$ cat src/mzc_pkg.sv
// Shared widths, codes and stage types of the m/z calibration pipeline.
`default_nettype none
package mzc_pkg;

  localparam int unsigned MZ_W    = 48;
  localparam int unsigned ROOT_W  = 49;
  localparam int unsigned REM_W   = 52;
  localparam int unsigned T_W     = 50;
  localparam int unsigned MUL_W   = 50;
  localparam int unsigned PROD_W  = 2 * MUL_W;
  localparam int unsigned DEN_W   = 97;
  localparam int unsigned QUO_W   = 48;
  localparam int unsigned NUM_W   = QUO_W + DEN_W + 1;
  localparam int unsigned ROOT_PAD = 2 * ROOT_W - MZ_W;

  localparam logic [1:0] MODE_NONE   = 2'd0;
  localparam logic [1:0] MODE_FTICR  = 2'd1;
  localparam logic [1:0] MODE_LINEAR = 2'd2;
  localparam logic [1:0] MODE_TOF    = 2'd3;

  localparam logic [1:0] REG_MODE   = 2'd0;
  localparam logic [1:0] REG_COEF_A = 2'd1;
  localparam logic [1:0] REG_COEF_B = 2'd2;

  localparam logic [MZ_W-1:0]  MZ_MAX    = {MZ_W{1'b1}};
  localparam logic [DEN_W-1:0] ONE_Q79   = DEN_W'(1) << 79;
  localparam logic [DEN_W-1:0] ONE_Q43   = DEN_W'(1) << 43;
  localparam logic [MZ_W-1:0]  COEF_A_RST = MZ_W'(1) << 43;

  typedef struct packed {
    logic [MZ_W-1:0]   p;
    logic [ROOT_W-1:0] root;
    logic [REM_W-1:0]  rem;
  } root_stage_t;

  typedef struct packed {
    logic              forced;
    logic [MZ_W-1:0]   f_mz;
    logic              f_err;
    logic [DEN_W-1:0]  den;
    logic [NUM_W-1:0]  rem;
    logic [QUO_W-1:0]  quo;
  } div_stage_t;

endpackage
`default_nettype wire

$ cat src/mzc_div_cell.sv
// One divider cell: decides one quotient bit by compare and subtract.
`default_nettype none
module mzc_div_cell
  import mzc_pkg::*;
#(
  parameter int unsigned BIT = 0
) (
  input  wire logic   clk_i,
  input  wire logic   rst_ni,
  input  wire logic   en_i,
  input  wire logic   valid_i,
  input  div_stage_t  stage_i,
  output logic        valid_o,
  output div_stage_t  stage_o
);

  logic [DEN_W:0] hi;
  logic [DEN_W:0] dd;
  logic           valid_q;
  div_stage_t     stage_d;
  div_stage_t     stage_q;

  assign hi = stage_i.rem[BIT+DEN_W:BIT];
  assign dd = {1'b0, stage_i.den};

  always_comb begin
    stage_d = stage_i;
    if (hi >= dd) begin
      stage_d.rem[BIT+DEN_W:BIT] = hi - dd;
      stage_d.quo[BIT]           = 1'b1;
    end
  end

  always_ff @(posedge clk_i or negedge rst_ni) begin
    if (!rst_ni) begin
      valid_q <= 1'b0;
    end else if (en_i) begin
      valid_q <= valid_i;
    end
  end

  always_ff @(posedge clk_i) begin
    if (en_i) begin
      stage_q <= stage_d;
    end
  end

  assign valid_o = valid_q;
  assign stage_o = stage_q;

endmodule
`default_nettype wire

$ cat config.mk
export PLATFORM = sky130hd
export DESIGN_NAME = mzc_div_cell
export DESIGN_NICKNAME = d
export VERILOG_FILES = /design/src/mzc_pkg.sv /design/src/mzc_div_cell.sv
export SDC_FILE = /design/constraint.sdc
export NUM_CORES = 1
export LEC_CHECK = 0
export BUFFER_PORTS_ARGS = -buffer_cell sky130_fd_sc_hd__buf_2
export CAP_MARGIN = 10
export CORE_AREA = 2 2 269 271
export DETAILED_ROUTE_END_ITERATION = 10
export DIE_AREA = 0 0 271 273
export GPL_TIMING_DRIVEN = 0
export PLACE_DENSITY_LB_ADDON = 0.12
export SETUP_SLACK_MARGIN = 0.3
export SYNTH_ARGS = -nofsm -noshare
export SYNTH_HDL_FRONTEND = slang
export SYNTH_SLANG_ARGS = --single-unit
export TNS_END_PERCENT = 1
$ cat constraint.sdc
create_clock -name clk_i -period 1.25 [get_ports clk_i]
set_clock_uncertainty 0.1 [all_clocks]
set_input_delay 0.125 -clock clk_i [delete_from_list [all_inputs] [get_ports clk_i]]
set_output_delay 0.125 -clock clk_i [all_outputs]
set_load 0.05 [all_outputs]
# Word level (Yosys, flattened, before mapping)
# Cells that the tools add are included.
[classes] addsub=1 magnitude_cmp=1 mux=1
[op_table] operator="$ge A98 B97 Y1" n=1
[op_table] operator="$mux W98" n=1
[op_table] operator="$sub A98 B97 Y98" n=1
[totals] regBits=342 inputBits=345 output_inout_bits=342 word_cells=11

# Depth between registers and ports, before layout
[depth] depth_word=2 mapped_depth=17 mapped_depth_nobuf=14

# Least setup slack after synthesis
# Ideal clock, no wire load.
[synth_timing] kind="input -> register" start="input port stage_i[48] (netlist name)" end="register stage_q, in the netlist stage_o[122], data pin" setup_ns=0.260 arrival_time_ns=2.926 required_ns=0.890 path_slack_ns=-2.036 path_stages=15 path_cell_list="inv_1 > ha_1 > inv_1 > fa_1 > a21o_1 > a221o_1 > a21oi_2 > a21boi_2 > o311a_1 > o21ai_2 > a21oi_2 > or2_1 > buf_6 > buf_6 > mux2_4"
[synth_rtl] element="from (decl)" line_no="mzc_div_cell.sv:12" source="input div_stage_t stage_i,"
[synth_rtl] element="to (signal assigned)" line_no="mzc_div_cell.sv:44" source="stage_q <= stage_d;"
[synth_rtl] element="to (decl)" line_no="mzc_div_cell.sv:21" source="div_stage_t stage_q;"

==> impl_results.md <==
- Post-synth top flop: edfxtp_1
- Synth top cells by count: 341 x edfxtp_1, 206 x a21oi_1, 138 x nor2_1, 131 x inv_1, 128 x nand2_1
- Top-level I/O count: 687
- Seq cells post-synth: 342
- Clock Path Buffers: 3
- First-pass GRT wire length: 116 mm
- Warnings from Yosys: 0
- CTS Buf Count: 42
- Top cell type's share of synthesized area: 0.559
- Relative slew slack: 0.483
- Initial DRC Count: 1030
- CTS root buffer: clkbuf_16
- Cell Count, Final, Fillers Out: 3773
- Clk_lat worst skew: 0.58 ns
- Cell taking the most area after synthesis: edfxtp_1
- Count leader, synth: edfxtp_1
- Rows: 98
- Max-cap violation count: 0
- Synth area leaders: edfxtp_1 56%, ha_1 6.6%, a21oi_1 5.6%
- Post-Place Cell Area: 23000 um2
- Routed WL per cell: 21.3 um
- Net count after synthesis: 2114
- Minimum clock period: 3.00 ns
- Largest net degree at the start of global routing: 118
- Antenna-violating nets left: 0
- Post-synthesis cell type count: 70
- Layout cells sized above 1: 0.374
- Crit path cell chain: buf_8, inv_4, ha_4, inv_2, fa_2, a21o_1, a221o_1, a21oi_4, a21boi_4, o311a_4, o21ai_4, a21oi_4, or2_4, buf_12, buf_16, buf_12, nor2_2, a21oi_2
- Width of the chip: 271 um
- Final wirelength: 80.5 mm
- Setup CP Type: input pin to register
- Pre-antenna DRT Iters: 5
- Hold Crit Class: input pin to register
- Final hold slack: -0.341 ns
- Mapped Area: 18300 um2
- Delay of the slowest cell on the worst path: 0.39 ns
- Layout Utilization: 0.440
- Vias: 17700
- Seq/Total Area, Yosys: 0.561
- Clock-pin slew on the worst setup and hold paths: 0.06 ns
- Crit path capture type: register
- Final worst setup slack: -1.75 ns
- Top delay family on crit path: compound AO/OA/AOI/OAI gates
- I/O Buffers: 686
- Period Utilization, post-route: 2.40
- Overflow after GRT: 0
- Fin. Hold Viols: 33
- Placed Cells: 3310
- Worst-path maximum fanout: 10
- Vias per Instance: 4.68
- GRT Util Overall: 0.207
- Initial antenna violation count: 16
- Crit path DAT: 3.23 ns
- Slew @ Worst Pin: 0.768 ns
- Power Density: 1320 nW/um2
- Peak supply drop: 970 uV
- CP Launch Type: input pin
- Htree depth: 2
- Syn-to-layout area delta: 70.6%
- Post-layout nets: 3229
- Mean Syn Cell Area: 11.0 um2
- Setup violators final: 502
- Pins over their slew limit: 0
- TritonCTS clock tree: built
- CTS Sinks: 342
- Remaining DRCs: 0
- Fmax: 333 MHz
- Post-synth ARST share: 0.00292
- DP HPWL: 60.8 mm
- Initial cell density of the core: 0.258
- Finished Cell Area: 31200 um2
- CP bufs+invs: 6
- Worst path required time: 1.48 ns
- RSZ-0062 raised after global routing: true
- Gate Count Post-Synth: 1671
- Vias in the first global route: 18200
- Failing checks: hold timing, setup timing
- Pleak: 13.0 nW
- Die area: 74000 um2
- RePlAce Congestion: 0.876
- Status: complete, but fails checks
- Critical-path top delay cell: a221o_1
- DIE HEIGHT: 273 um
- Core Region: 71000 um2
- EDFF count, synth: 341
-- through the flow --
step | setup TNS (ns) | hold WS [ns] | power (mW) | setup WS, ns
finish | -206.85 | -0.341 | 41.1 | -1.75
global placement | -2131.90 | -0.200 | 26.0 | -5.67
CTS | -229.62 | -0.368 | 41.1 | -1.88
floorplan | -175.99 | -0.271 | 22.3 | -1.90
global route | -240.36 | -0.370 | 42.9 | -1.88
detailed placement | -413.67 | -0.196 | 25.9 | -3.37
-- power by group --
| part | total (mW) | switching (mW) | internal, mW |
|---|---|---|---|
| Sequential | 14.6 | 0.515 | 14.1 |
| Combinational | 14.4 | 9.04 | 5.38 |
| Clock | 12.1 | 5.09 | 6.99 |
-- worst paths after layout --
kind	slack [ns]	startpoint	cells past startpoint	end
max reg2reg	0.39	valid_o$_DFFE_PN0P_	1	valid_o$_DFFE_PN0P_
max	-1.75	stage_i[48]	18	stage_o[138]$_DFFE_PP_
min	-0.34	stage_i[194]	1	stage_o[194]$_DFFE_PP_
min in group asynchronous	0.28	rst_ni	3	valid_o$_DFFE_PN0P_
min reg2reg	0.44	valid_o$_DFFE_PN0P_	1	valid_o$_DFFE_PN0P_
max in group asynchronous	0.66	rst_ni	3	valid_o$_DFFE_PN0P_
-- layout make-up --
| type | instances | area [um2] |
|---|---|---|
| diodes | 10 | 25.0 |
| plain buffers | 86 | 768 |
| clock buffers | 47 | 1070 |
| clock inverters | 24 | 258 |
| fillers | 6832 | 39800 |
| inverters | 131 | 494 |
| multi-input cells | 1112 | 8000 |
| flip-flops and latches | 342 | 10300 |
| well taps | 950 | 1190 |
| repair buffers | 1071 | 9150 |
-- sequential cells by signal, summed over array words and instances, names as in the netlist --
name and flops:
stage_o 341, valid_o 1
-- metal layers --
layer,share of wire,routed length [um],track usage
met5,0.00089,72,0
met4,0.027,2190,0.0592
met3,0.071,5750,0.0533
met2,0.51,41100,0.375
met1,0.39,31400,0.240
-- layout by cell type (no fill, tap or decap), drive strengths merged, types with 4 or more instances in the layout --
cell,n
buf,778
dlygate4sd3,342
edfxtp,341
a21oi,220
nor2,148
inv,133
nand2,128
ha,97
o21ai,92
clkbuf,84
nand4,64
xnor2,48
xor2,33
o21bai,30
nor3,30
a21o,27
o21a,20
clkinv,17
o31ai,14
a31oi,13
nand3,12
nor4,12
diode,10
and3,10
or2,10
o211ai,9
a21boi,9
nand2b,7
nor2b,7
o22ai,6
a211oi,6
and4,5
bufinv,4
a211o,4
a221oi,4
-- cell families after synthesis --
group	count (synthesis)	share of synthesized area
compound gates	483	0.162
xor+xnor	81	0.0388
fa+ha+maj	98	0.0674
buf+inv	217	0.0518
flops	342	0.561
mux	4	0.00253
simple gates	446	0.116
-- timing repair --
item	CTS	global route
endpoints found under the hold margin	373	33
setup buffers	21	15
pin swaps	27	24
setup endpoints to repair	531	531
cloned	4	0
hold buffers	341	1
gates resized for setup	699	215
(Power assumes the default switching activity.)
