$ cat src/mzc_pkg.sv
// Shared widths, codes and stage types of the m/z calibration pipeline.
`default_nettype none
package mzc_pkg;

  localparam int unsigned MZ_W    = 48;
  localparam int unsigned ROOT_W  = 49;
  localparam int unsigned REM_W   = 52;
  localparam int unsigned T_W     = 50;
  localparam int unsigned MUL_W   = 50;
  localparam int unsigned PROD_W  = 2 * MUL_W;
  localparam int unsigned DEN_W   = 97;
  localparam int unsigned QUO_W   = 48;
  localparam int unsigned NUM_W   = QUO_W + DEN_W + 1;
  localparam int unsigned ROOT_PAD = 2 * ROOT_W - MZ_W;

  localparam logic [1:0] MODE_NONE   = 2'd0;
  localparam logic [1:0] MODE_FTICR  = 2'd1;
  localparam logic [1:0] MODE_LINEAR = 2'd2;
  localparam logic [1:0] MODE_TOF    = 2'd3;

  localparam logic [1:0] REG_MODE   = 2'd0;
  localparam logic [1:0] REG_COEF_A = 2'd1;
  localparam logic [1:0] REG_COEF_B = 2'd2;

  localparam logic [MZ_W-1:0]  MZ_MAX    = {MZ_W{1'b1}};
  localparam logic [DEN_W-1:0] ONE_Q79   = DEN_W'(1) << 79;
  localparam logic [DEN_W-1:0] ONE_Q43   = DEN_W'(1) << 43;
  localparam logic [MZ_W-1:0]  COEF_A_RST = MZ_W'(1) << 43;

  typedef struct packed {
    logic [MZ_W-1:0]   p;
    logic [ROOT_W-1:0] root;
    logic [REM_W-1:0]  rem;
  } root_stage_t;

  typedef struct packed {
    logic              forced;
    logic [MZ_W-1:0]   f_mz;
    logic              f_err;
    logic [DEN_W-1:0]  den;
    logic [NUM_W-1:0]  rem;
    logic [QUO_W-1:0]  quo;
  } div_stage_t;

endpackage
`default_nettype wire

$ cat src/mzc_root_cell.sv
// One square-root cell: retires one bit of the root per stage.
`default_nettype none
module mzc_root_cell
  import mzc_pkg::*;
#(
  parameter int unsigned PAIR = 0
) (
  input  wire logic        clk_i,
  input  wire logic        rst_ni,
  input  wire logic        en_i,
  input  wire logic        valid_i,
  input  root_stage_t      stage_i,
  output logic             valid_o,
  output root_stage_t      stage_o
);

  logic [2*ROOT_W-1:0] x;
  logic [REM_W+1:0]    tmp;
  logic [REM_W+1:0]    trial;
  logic [REM_W+1:0]    diff;
  logic                take;
  logic                valid_q;
  root_stage_t         stage_d;
  root_stage_t         stage_q;

  assign x     = {stage_i.p, ROOT_PAD'(0)};
  assign tmp   = {stage_i.rem, x[2*PAIR+1 -: 2]};
  assign trial = (REM_W+2)'({stage_i.root, 2'b01});
  assign diff  = tmp - trial;
  assign take  = (tmp >= trial);

  always_comb begin
    stage_d   = stage_i;
    if (take) begin
      stage_d.rem  = diff[REM_W-1:0];
      stage_d.root = {stage_i.root[ROOT_W-2:0], 1'b1};
    end else begin
      stage_d.rem  = tmp[REM_W-1:0];
      stage_d.root = {stage_i.root[ROOT_W-2:0], 1'b0};
    end
  end

  always_ff @(posedge clk_i or negedge rst_ni) begin
    if (!rst_ni) begin
      valid_q <= 1'b0;
    end else if (en_i) begin
      valid_q <= valid_i;
    end
  end

  always_ff @(posedge clk_i) begin
    if (en_i) begin
      stage_q <= stage_d;
    end
  end

  assign valid_o = valid_q;
  assign stage_o = stage_q;

endmodule
`default_nettype wire

$ cat config.mk
export PLATFORM = sky130hd
export DESIGN_NAME = mzc_root_cell
export DESIGN_NICKNAME = d
export VERILOG_FILES = /design/src/mzc_pkg.sv /design/src/mzc_root_cell.sv
export SDC_FILE = /design/constraint.sdc
export NUM_CORES = 1
export LEC_CHECK = 0
export BUFFER_PORTS_ARGS = -buffer_cell sky130_fd_sc_hd__buf_2
export CORE_MARGIN = 4
export CORE_UTILIZATION = 27
export CTS_CLUSTER_DIAMETER = 40
export DETAILED_ROUTE_END_ITERATION = 16
export GPL_TIMING_DRIVEN = 0
export HOLD_SLACK_MARGIN = 0.03
export PLACE_DENSITY = 0.61
export SYNTH_ARGS = -nofsm -noshare
export SYNTH_HDL_FRONTEND = slang
export SYNTH_SLANG_ARGS = --single-unit
$ cat constraint.sdc
create_clock -name clk_i -period 0.8 [get_ports clk_i]
set_input_delay 0.16 -clock clk_i [delete_from_list [all_inputs] [get_ports clk_i]]
set_output_delay 0.16 -clock clk_i [all_outputs]
set_load 0.02 [all_outputs]
; ---- Word-level counts from Yosys, hierarchy flattened
; Cells that the tools add are included.
; Widths: inputs -> output; s select.
[op_classes]
magnitude_cmp = 1
muxes = 1
addsub = 1
[ops]
columns = operator, n
row1 = $ge 54x51->1, 1
row2 = $mux 53, 1
row3 = $sub 52x51->52, 1
[word_totals]
regBits = 150
inputBits = 153
out_inout_bits = 150

; ---- Logic depth before layout (Yosys ltp)
; Gate-level depths: netlist (run 1).
[depth]
word_depth = 2
ltp_mapped = 16
depth_no_buf = 14

; ---- Least setup slack after synthesis (run 1)
; No wires, ideal clock.
[synth_timing]
path_kind = input to register
from = input port stage_i[52] (netlist name)
to = register stage_q (netlist bit stage_o[20]) (data pin)
arrival_ns = 2.787
path_stages = 15
setup_time_ns = 0.260
t_required_ns = 0.540
path_slack_ns = -2.247
path_cell_list = inv_1 > ha_1 > inv_1 > fa_1 > and2b_1 > o2111ai_2 > a211oi_2 > o2111ai_1 > a211oi_2 > nor2_2 > o211a_1 > buf_6 > inv_2 > buf_6 > mux2_4
[synth_rtl]
columns = element, line
row1 = start: declaration, mzc_root_cell.sv:12  ; input root_stage_t stage_i,
row2 = end signal: assignment, mzc_root_cell.sv:53  ; stage_q <= stage_d;
row3 = end: declaration, mzc_root_cell.sv:24  ; root_stage_t stage_q;

==> results of run 1 <==
worst max path at each step:
stage                                       end  slack, ns  depth (start not counted)
final                      stage_o[2]$_DFFE_PP_      -2.17                         16
after global routing      stage_o[20]$_DFFE_PP_      -2.27                         17
after CTS                 stage_o[20]$_DFFE_PP_      -2.26                         16
after detailed placement  stage_o[48]$_DFFE_PP_      -2.92                         14
after global placement    stage_o[44]$_DFFE_PP_      -2.91                         14
after floorplan           stage_o[20]$_DFFE_PP_      -2.05                         15
cells in the final DEF, fill, tap and decap left out, types with 22 or more instances in the layout:
master / Yosys / final
buf_6: 3 / 104
dlygate4sd3_1: 0 / 128
nand2_1: 76 / 51
clkbuf_16: 0 / 22
nor2_1: 31 / 30
ha_1: 49 / 48
inv_1: 62 / 60
a21o_1: 22 / 22
edfxtp_1: 148 / 148
a21oi_1: 46 / 45
buf_2: 11 / 210
o21ai_0: 59 / 25
xor2_1: 23 / 23
layout make-up:
class | count | share of cell area
Antenna cell | 1 | 0.0001859
Buffer | 33 | 0.02147
Clock buffer | 18 | 0.03189
Clock inverter | 14 | 0.01078
Inverter | 63 | 0.01906
Multi-Input combinational cell | 467 | 0.2645
Sequential cell | 149 | 0.3322
Tap cell | 390 | 0.03626
Timing Repair Buffer | 458 | 0.2837
metrics by stage:
step	area, um^2	hold WS (ns)	TNS, ns	setup WS (ns)	total power, mW
after floorplan	8144	-0.1356	-97.14	-2.050	13.53
after global placement	10140	-0.06539	-501.73	-2.909	15.64
after detailed placement	10180	-0.06334	-219.46	-2.916	15.67
after CTS	12890	0.03112	-162.64	-2.256	25.16
after global routing	13460	0.04336	-165.85	-2.268	26.70
final	13460	0.04304	-153.38	-2.171	25.52
kinds of logic after synthesis:
family | synth area share
and+or+nand+nor | 0.08797
buffers and inverters | 0.05018
xor gates and xnor gates | 0.04553
DFF | 0.5532
adders and majority gates | 0.07836
muxes | 0.01363
AOI/OAI and AO/OA | 0.1711
registers in the layout, indices dropped and copies added (netlist names):
name,count
stage_o,148
valid_o,1
per-layer routing:
| layer | vias to the layer above | wire length [um] |
|---|---|---|
| met1 | 3522 | 11850 |
| met5 | - | 20 |
| li1 | 3581 | - |
| met3 | 17 | 1912 |
| met4 | 2 | 286 |
| met2 | 262 | 14000 |
power by group through the flow:
stage | clock network [mW] | registers (mW) | logic (mW)
after floorplan | 0 | 11.1 | 2.39
after global placement | 0 | 10.0 | 5.63
after detailed placement | 0 | 9.98 | 5.69
after CTS | 8.37 | 9.89 | 6.90
after global routing | 8.63 | 10.1 | 8.02
final | 8.08 | 9.97 | 7.46
what timing repair did:
| item | in CTS | in global routing |
|---|---|---|
| endpoints found under the setup margin | 278 | 202 |
| endpoints found under the hold margin | 126 | 1 |
| buffers inserted | 16 | 5 |
| gates resized for setup | 179 | 177 |
| hold buffers | 127 | 1 |
| pin swaps | 23 | 12 |
| gates cloned | 6 | 0 |
==> reports/qor.txt, run 1 <==
OUTCOME
--------------------------------------------------------------------------------------
Status                                                                    finished, violations left
Violations in the final reports                                           negative setup slack

TIMING
--------------------------------------------------------------------------------------
PnR worst setup slack                                                        -2.171 ns
Final setup violating endpoints                                                    202
Achievable Freq                                                             0.3365 GHz
Unrepaired setup endpoints after global routing                                   true
Number of max-slew violations in the final report                                    0
Tightest Pin Transition                                                       1.054 ns
Number of hold-slack violations in the final timing report                           0
Final critical-path required period                                           2.971 ns
Share of the cycle needed by the critical path after routing                     3.714
Worst clock skew                                                                  0 ns
Max-slew headroom at the worst pin                                              0.2906

SYNTHESIS
--------------------------------------------------------------------------------------
Ys flop type                                                                  edfxtp_1
Most numerous cell types in the synthesized netlist                       edfxtp_1, nand2_1, inv_1
Cell count after synthesis                                                         713
Number of synthesized flops with an enable pin                                     148
Share of flip-flops with an asynchronous set or reset after synthesis         0.006711
Yosys warns                                                                          0
Total nets after synthesis                                                         916
Share of the synthesized area in the top cell type                              0.5501
Count leader, synth                                                           edfxtp_1
Unique masters post-synth                                                           68
Post-Synthesis Mean Instance Area                                           11.33 um^2
Area of the mapped netlist                                                   8079 um^2
Post-synthesis sequential element count                                            149
Top cell type by total area after synthesis                                   edfxtp_1
Biggest area contributors in the synthesized netlist                      edfxtp_1, ha_1, o21ai_0, nand2_1, inv_1
Post-synthesis sequential area ratio                                            0.5532

GRT
--------------------------------------------------------------------------------------
First-pass GRT wire length                                                    41990 um
Global route total overflow                                                          0
GRT met2 Usage                                                                  0.2854
Antenna violations before repair                                                     2
Maximum number of pins on one net before global-route repair                        77
Met3 Resource Use GR                                                           0.04852
Number of global-route vias before repair                                         7602
Busiest metal layer after global routing                                          met2
Met1 track demand over resource                                                 0.1993
Global routing usage summed across all routing layers                           0.1638

ROUTE
--------------------------------------------------------------------------------------
Remaining design rule violation count                                                0
Detailed-route vias per instance                                                 4.635
Number of DRC markers after the initial detailed-route iteration                   370
Total wire length after detailed routing                                      28070 um
DR WL/cell                                                                    17.62 um
First drt pass iteration count                                                       5
Total vias in the final route                                                     7384
ANT nets after route                                                                 0

PLACED DESIGN
--------------------------------------------------------------------------------------
Half-perimeter wire length after placement                                    19350 um
Dpl cells                                                                         1406
Count of port buffers added during placement                                       302
Final RePlAce weighted congestion                                               0.8372

CTS
--------------------------------------------------------------------------------------
TritonCTS clock tree                                                               yes
Number of H-tree branching levels                                                    4
Clock slew at the register clock pins of the worst setup and hold paths        0.06 ns
Clock tree root driver cell                                                  clkbuf_16
Total clock buffers created by CTS                                                  17
Buffers from clock root to sink, at most                                             2
Total number of clock tree sinks                                                   149
Worst skew pair latency                                                        0.42 ns

WORST HOLD PATH
--------------------------------------------------------------------------------------
Hold path start                                                            stage_i[26]
Kind of path behind the tightest hold check                                     in2reg
End point of the most critical hold path                                  stage_o[28]$_DFFE_PP_
Number of cells traversed by the worst hold path                                     3

POWER
--------------------------------------------------------------------------------------
Clock group share of total power                                                 0.317
Cell Int Power                                                                17.52 mW
Power share of the combinational group                                           0.292
Switching fraction of total power                                               0.3134
Pwr/cell area                                                             1896 nW/um^2
Sequential cell fraction of total power                                          0.391
Leakage power                                                                 5.825 nW
Net switching power                                                           7.999 mW
Max rail drop VDD                                                             1.175 mV

FLOORPLANNING
--------------------------------------------------------------------------------------
Width of the die                                                              181.0 um
Die outline area                                                            32750 um^2
Effective utilization at floorplan                                              0.2733
Core area                                                                   29560 um^2
Die boundary height                                                           181.0 um
Number of placed I/O pins                                                          303
Row count                                                                           63

CELLS AND AREA
--------------------------------------------------------------------------------------
Area of the multi-input gates                                                3560 um^2
Number of nets at the end of the flow                                             1392
Final Util                                                                      0.4553
Register area                                                                4471 um^2
Fill cell count                                                                   2745
Share of cells above drive strength 1                                           0.3935
Non-filler cells in the finished layout                                           1593
Area growth, synth to finish                                                    66.59%

WORST SETUP PATH
--------------------------------------------------------------------------------------
RR Startpoint                                                             valid_o$_DFFE_PN0P_
Slack of the worst reg-to-reg path                                             0.02 ns
Kind of end point of the critical path                                       flip-flop
Worst-case reg-to-reg path depth                                                     1
Cell with the biggest individual delay on the critical path                       fa_2
Largest stage delay, worst path                                                0.35 ns
Worst endpoint data arrival time                                               3.14 ns
Biggest fanout along the worst timing path                                           9
Family with the most delay on the worst path                              compound AO/OA/AOI/OAI gates
First element of the critical path                                         stage_i[52]
Critical path class                                                             in2reg
Setup crit start kind                                                        input pin
Reg-to-Reg End                                                            valid_o$_DFFE_PN0P_
Required time worst endpoint                                                   0.97 ns
Buffers & Inverters on Critical Path                                                 6
Worst-path cell chain                                                     buf_12 > inv_12 > ha_4 > inv_2 > fa_2 > and2b_2 > o2111ai_4 > a211oi_4 > buf_4 > o2111ai_4 > a211oi_4 > nor2_4 > o211a_4 > buf_16 > buf_12 > mux2_4

RUN
--------------------------------------------------------------------------------------
Max-Cap Viols                                                                        0

No activity file was read; power rests on OpenSTA's default activity.
==> run 2, diff against run 1 <==
--- a/config.mk
+++ b/config.mk
@@ -13,6 +13,7 @@
 export GPL_TIMING_DRIVEN = 0
 export HOLD_SLACK_MARGIN = 0.03
 export PLACE_DENSITY = 0.61
+export RECOVER_POWER = 25
 export SYNTH_ARGS = -nofsm -noshare
 export SYNTH_HDL_FRONTEND = slang
 export SYNTH_SLANG_ARGS = --single-unit
==> reports/qor.txt, run 2 (synthesis gave the netlist of run 1 again) <==
FLOORPLANNING
--------------------------------------------------------------------------------------
Core area                                                                   29560 um^2   unchanged
Effective utilization at floorplan                                              0.2733   unchanged
Row count                                                                           63   unchanged
Number of placed I/O pins                                                          303   unchanged
Die boundary height                                                           181.0 um   unchanged
Width of the die                                                              181.0 um   unchanged
Die outline area                                                            32750 um^2   unchanged

PLACED DESIGN
--------------------------------------------------------------------------------------
Final RePlAce weighted congestion                                               0.8372   unchanged
Count of port buffers added during placement                                       302   unchanged
Placed standard-cell area                                                   10180 um^2   unchanged
Dpl cells                                                                         1406   unchanged
Worst setup slack after placement                                            -2.916 ns   unchanged
Half-perimeter wire length after placement                                    19350 um   unchanged

TIMING
--------------------------------------------------------------------------------------
Achievable Freq                                                             0.3365 GHz   unchanged
Final setup violating endpoints                                                    278   was 202
Share of the cycle needed by the critical path after routing                     3.714   unchanged
Final sum of negative setup slack                                           -164.03 ns   was -153.38 ns
Number of max-slew violations in the final report                                    0   unchanged
Worst clock skew                                                                  0 ns   unchanged
Hold WS                                                                     0.04304 ns   about the same
PnR worst setup slack                                                        -2.171 ns   unchanged
Max-slew headroom at the worst pin                                              0.2906   unchanged
Tightest Pin Transition                                                       1.054 ns   unchanged
Unrepaired setup endpoints after global routing                                   true   unchanged
Number of hold-slack violations in the final timing report                           0   unchanged
Final critical-path required period                                           2.971 ns   unchanged

ROUTE
--------------------------------------------------------------------------------------
ANT nets after route                                                                 0   unchanged
Detailed-route vias per instance                                                 4.635   unchanged
Remaining design rule violation count                                                0   unchanged
First drt pass iteration count                                                       5   unchanged
Number of DRC markers after the initial detailed-route iteration                   370   unchanged
DR WL/cell                                                                    17.62 um   about the same
Total vias in the final route                                                     7384   unchanged
Total wire length after detailed routing                                      28080 um   was 28070 um

CTS
--------------------------------------------------------------------------------------
Clock slew at the register clock pins of the worst setup and hold paths        0.06 ns   about the same
Clock tree root driver cell                                                  clkbuf_16   unchanged
Total number of clock tree sinks                                                   149   unchanged
Buffers from clock root to sink, at most                                             2   unchanged
Total clock buffers created by CTS                                                  17   unchanged
TritonCTS clock tree                                                               yes   unchanged
Worst skew pair latency                                                        0.42 ns   about the same
Number of H-tree branching levels                                                    4   unchanged

WORST SETUP PATH
--------------------------------------------------------------------------------------
Setup crit start kind                                                        input pin   unchanged
Cell with the biggest individual delay on the critical path                       fa_2   unchanged
Required time worst endpoint                                                   0.97 ns   about the same
Family with the most delay on the worst path                              compound AO/OA/AOI/OAI gates   unchanged
Largest stage delay, worst path                                                0.35 ns   about the same
Buffers & Inverters on Critical Path                                                 6   unchanged
Kind of end point of the critical path                                       flip-flop   unchanged
Biggest fanout along the worst timing path                                           9   unchanged
Critical path class                                                             in2reg   unchanged
Worst endpoint data arrival time                                               3.14 ns   about the same
Worst-path cell chain                                                     buf_12 > inv_12 > ha_4 > inv_2 > fa_2 > and2b_2 > o2111ai_4 > a211oi_4 > buf_4 > o2111ai_4 > a211oi_4 > nor2_4 > o211a_4 > buf_16 > buf_12 > mux2_4   unchanged

POWER
--------------------------------------------------------------------------------------
Pwr/cell area                                                             1898 nW/um^2   was 1896 nW/um^2
Leakage power                                                                 5.819 nW   was 5.825 nW
Max rail drop VDD                                                             1.175 mV   unchanged
Final Power                                                                   25.51 mW   was 25.52 mW

GRT
--------------------------------------------------------------------------------------
Global route total overflow                                                          0   unchanged
First-pass GRT wire length                                                    41990 um   unchanged
Antenna violations before repair                                                     2   unchanged
Maximum number of pins on one net before global-route repair                        77   unchanged
Global routing usage summed across all routing layers                           0.1638   unchanged
Number of global-route vias before repair                                         7602   unchanged

OUTCOME
--------------------------------------------------------------------------------------
Violations in the final reports                                           negative setup slack   unchanged
Status                                                                    finished, violations left   unchanged

RUN
--------------------------------------------------------------------------------------
Max-Cap Viols                                                                        0   unchanged

CELLS AND AREA
--------------------------------------------------------------------------------------
Share of cells above drive strength 1                                           0.3935   unchanged
Area growth, synth to finish                                                    66.39%   was 66.59%
Number of nets at the end of the flow                                             1392   unchanged
Flip-flop count of the largest register after layout                               148   unchanged
Post-route standard cell area excluding fillers                             13440 um^2   was 13460 um^2
Fill cell count                                                                   2747   was 2745
Most common cell after layout, fill and taps aside                               buf_2   unchanged
Non-filler cells in the finished layout                                           1593   unchanged
Highest-count cells in the layout ignoring fill and taps                  buf_2, edfxtp_1, dlygate4sd3_1   unchanged
Final Util                                                                      0.4548   was 0.4553

WORST HOLD PATH
--------------------------------------------------------------------------------------
Kind of path behind the tightest hold check                                     in2reg   unchanged

## run 2: cell counts in the layout (fill, tap and decap cells not counted)
Identical to the previous run, type by type.
## run 2: tightest hold or removal path: cells and delay by family
family | cells | cell delay [ns]
and+or+nand+nor | 1 | 0.05
buffers and inverters | 1 | 0.10
AOI/OAI and AO/OA | 1 | 0.05
## run 2: where the power goes
| group | internal, mW | total (mW) | switching (mW) | leakage [nW] |
|---|---|---|---|---|
| Combinational | 3.48 | 7.45 | 3.97 | 4.09 |
| Clock | 4.39 | 8.08 | 3.70 | 0.272 |
| Sequential | 9.65 | 9.98 | 0.325 | 1.46 |
## run 2: worst paths after layout
kind                                      from               endpoint  slack [ns]  cells past startpoint
max                                stage_i[52]   stage_o[2]$_DFFE_PP_       -2.17                     16
min                                stage_i[26]  stage_o[28]$_DFFE_PP_        0.04                      3
max reg2reg                valid_o$_DFFE_PN0P_    valid_o$_DFFE_PN0P_        0.02                      1
min reg2reg                valid_o$_DFFE_PN0P_    valid_o$_DFFE_PN0P_        0.54                      1
max in group asynchronous               rst_ni    valid_o$_DFFE_PN0P_        0.11                      3
min in group asynchronous               rst_ni    valid_o$_DFFE_PN0P_        0.57                      3
## run 2: layer usage
metal  global-route usage  vias to the layer above  part of all wire
li1                     -                     3581                 -
met1               0.1993                     3522              0.42
met2               0.2854                      262              0.50
met3              0.04852                       17             0.068
met4              0.04113                        2             0.010
met5                    0                        -           0.00071
## run 2: cell type report
cell class,instances,area [um^2],share of cell area
inverters,63,256.5,0.01908
flip-flops and latches,149,4471,0.3326
diodes,1,2.502,0.0001862
well taps,390,488.0,0.03630
repair buffers,458,3802,0.2829
plain buffers,33,289.0,0.02150
multi-input cells,467,3560,0.2648
clock buffers,18,429.2,0.03192
clock inverters,14,145.1,0.01080
## run 2: timing repair
action	CTS	global route
gates cloned	6	0
pin swaps	23	12
setup buffers	16	5
setup endpoints to repair	278	202
resized for setup	179	177
endpoints found under the hold margin	126	1
hold buffers	127	1
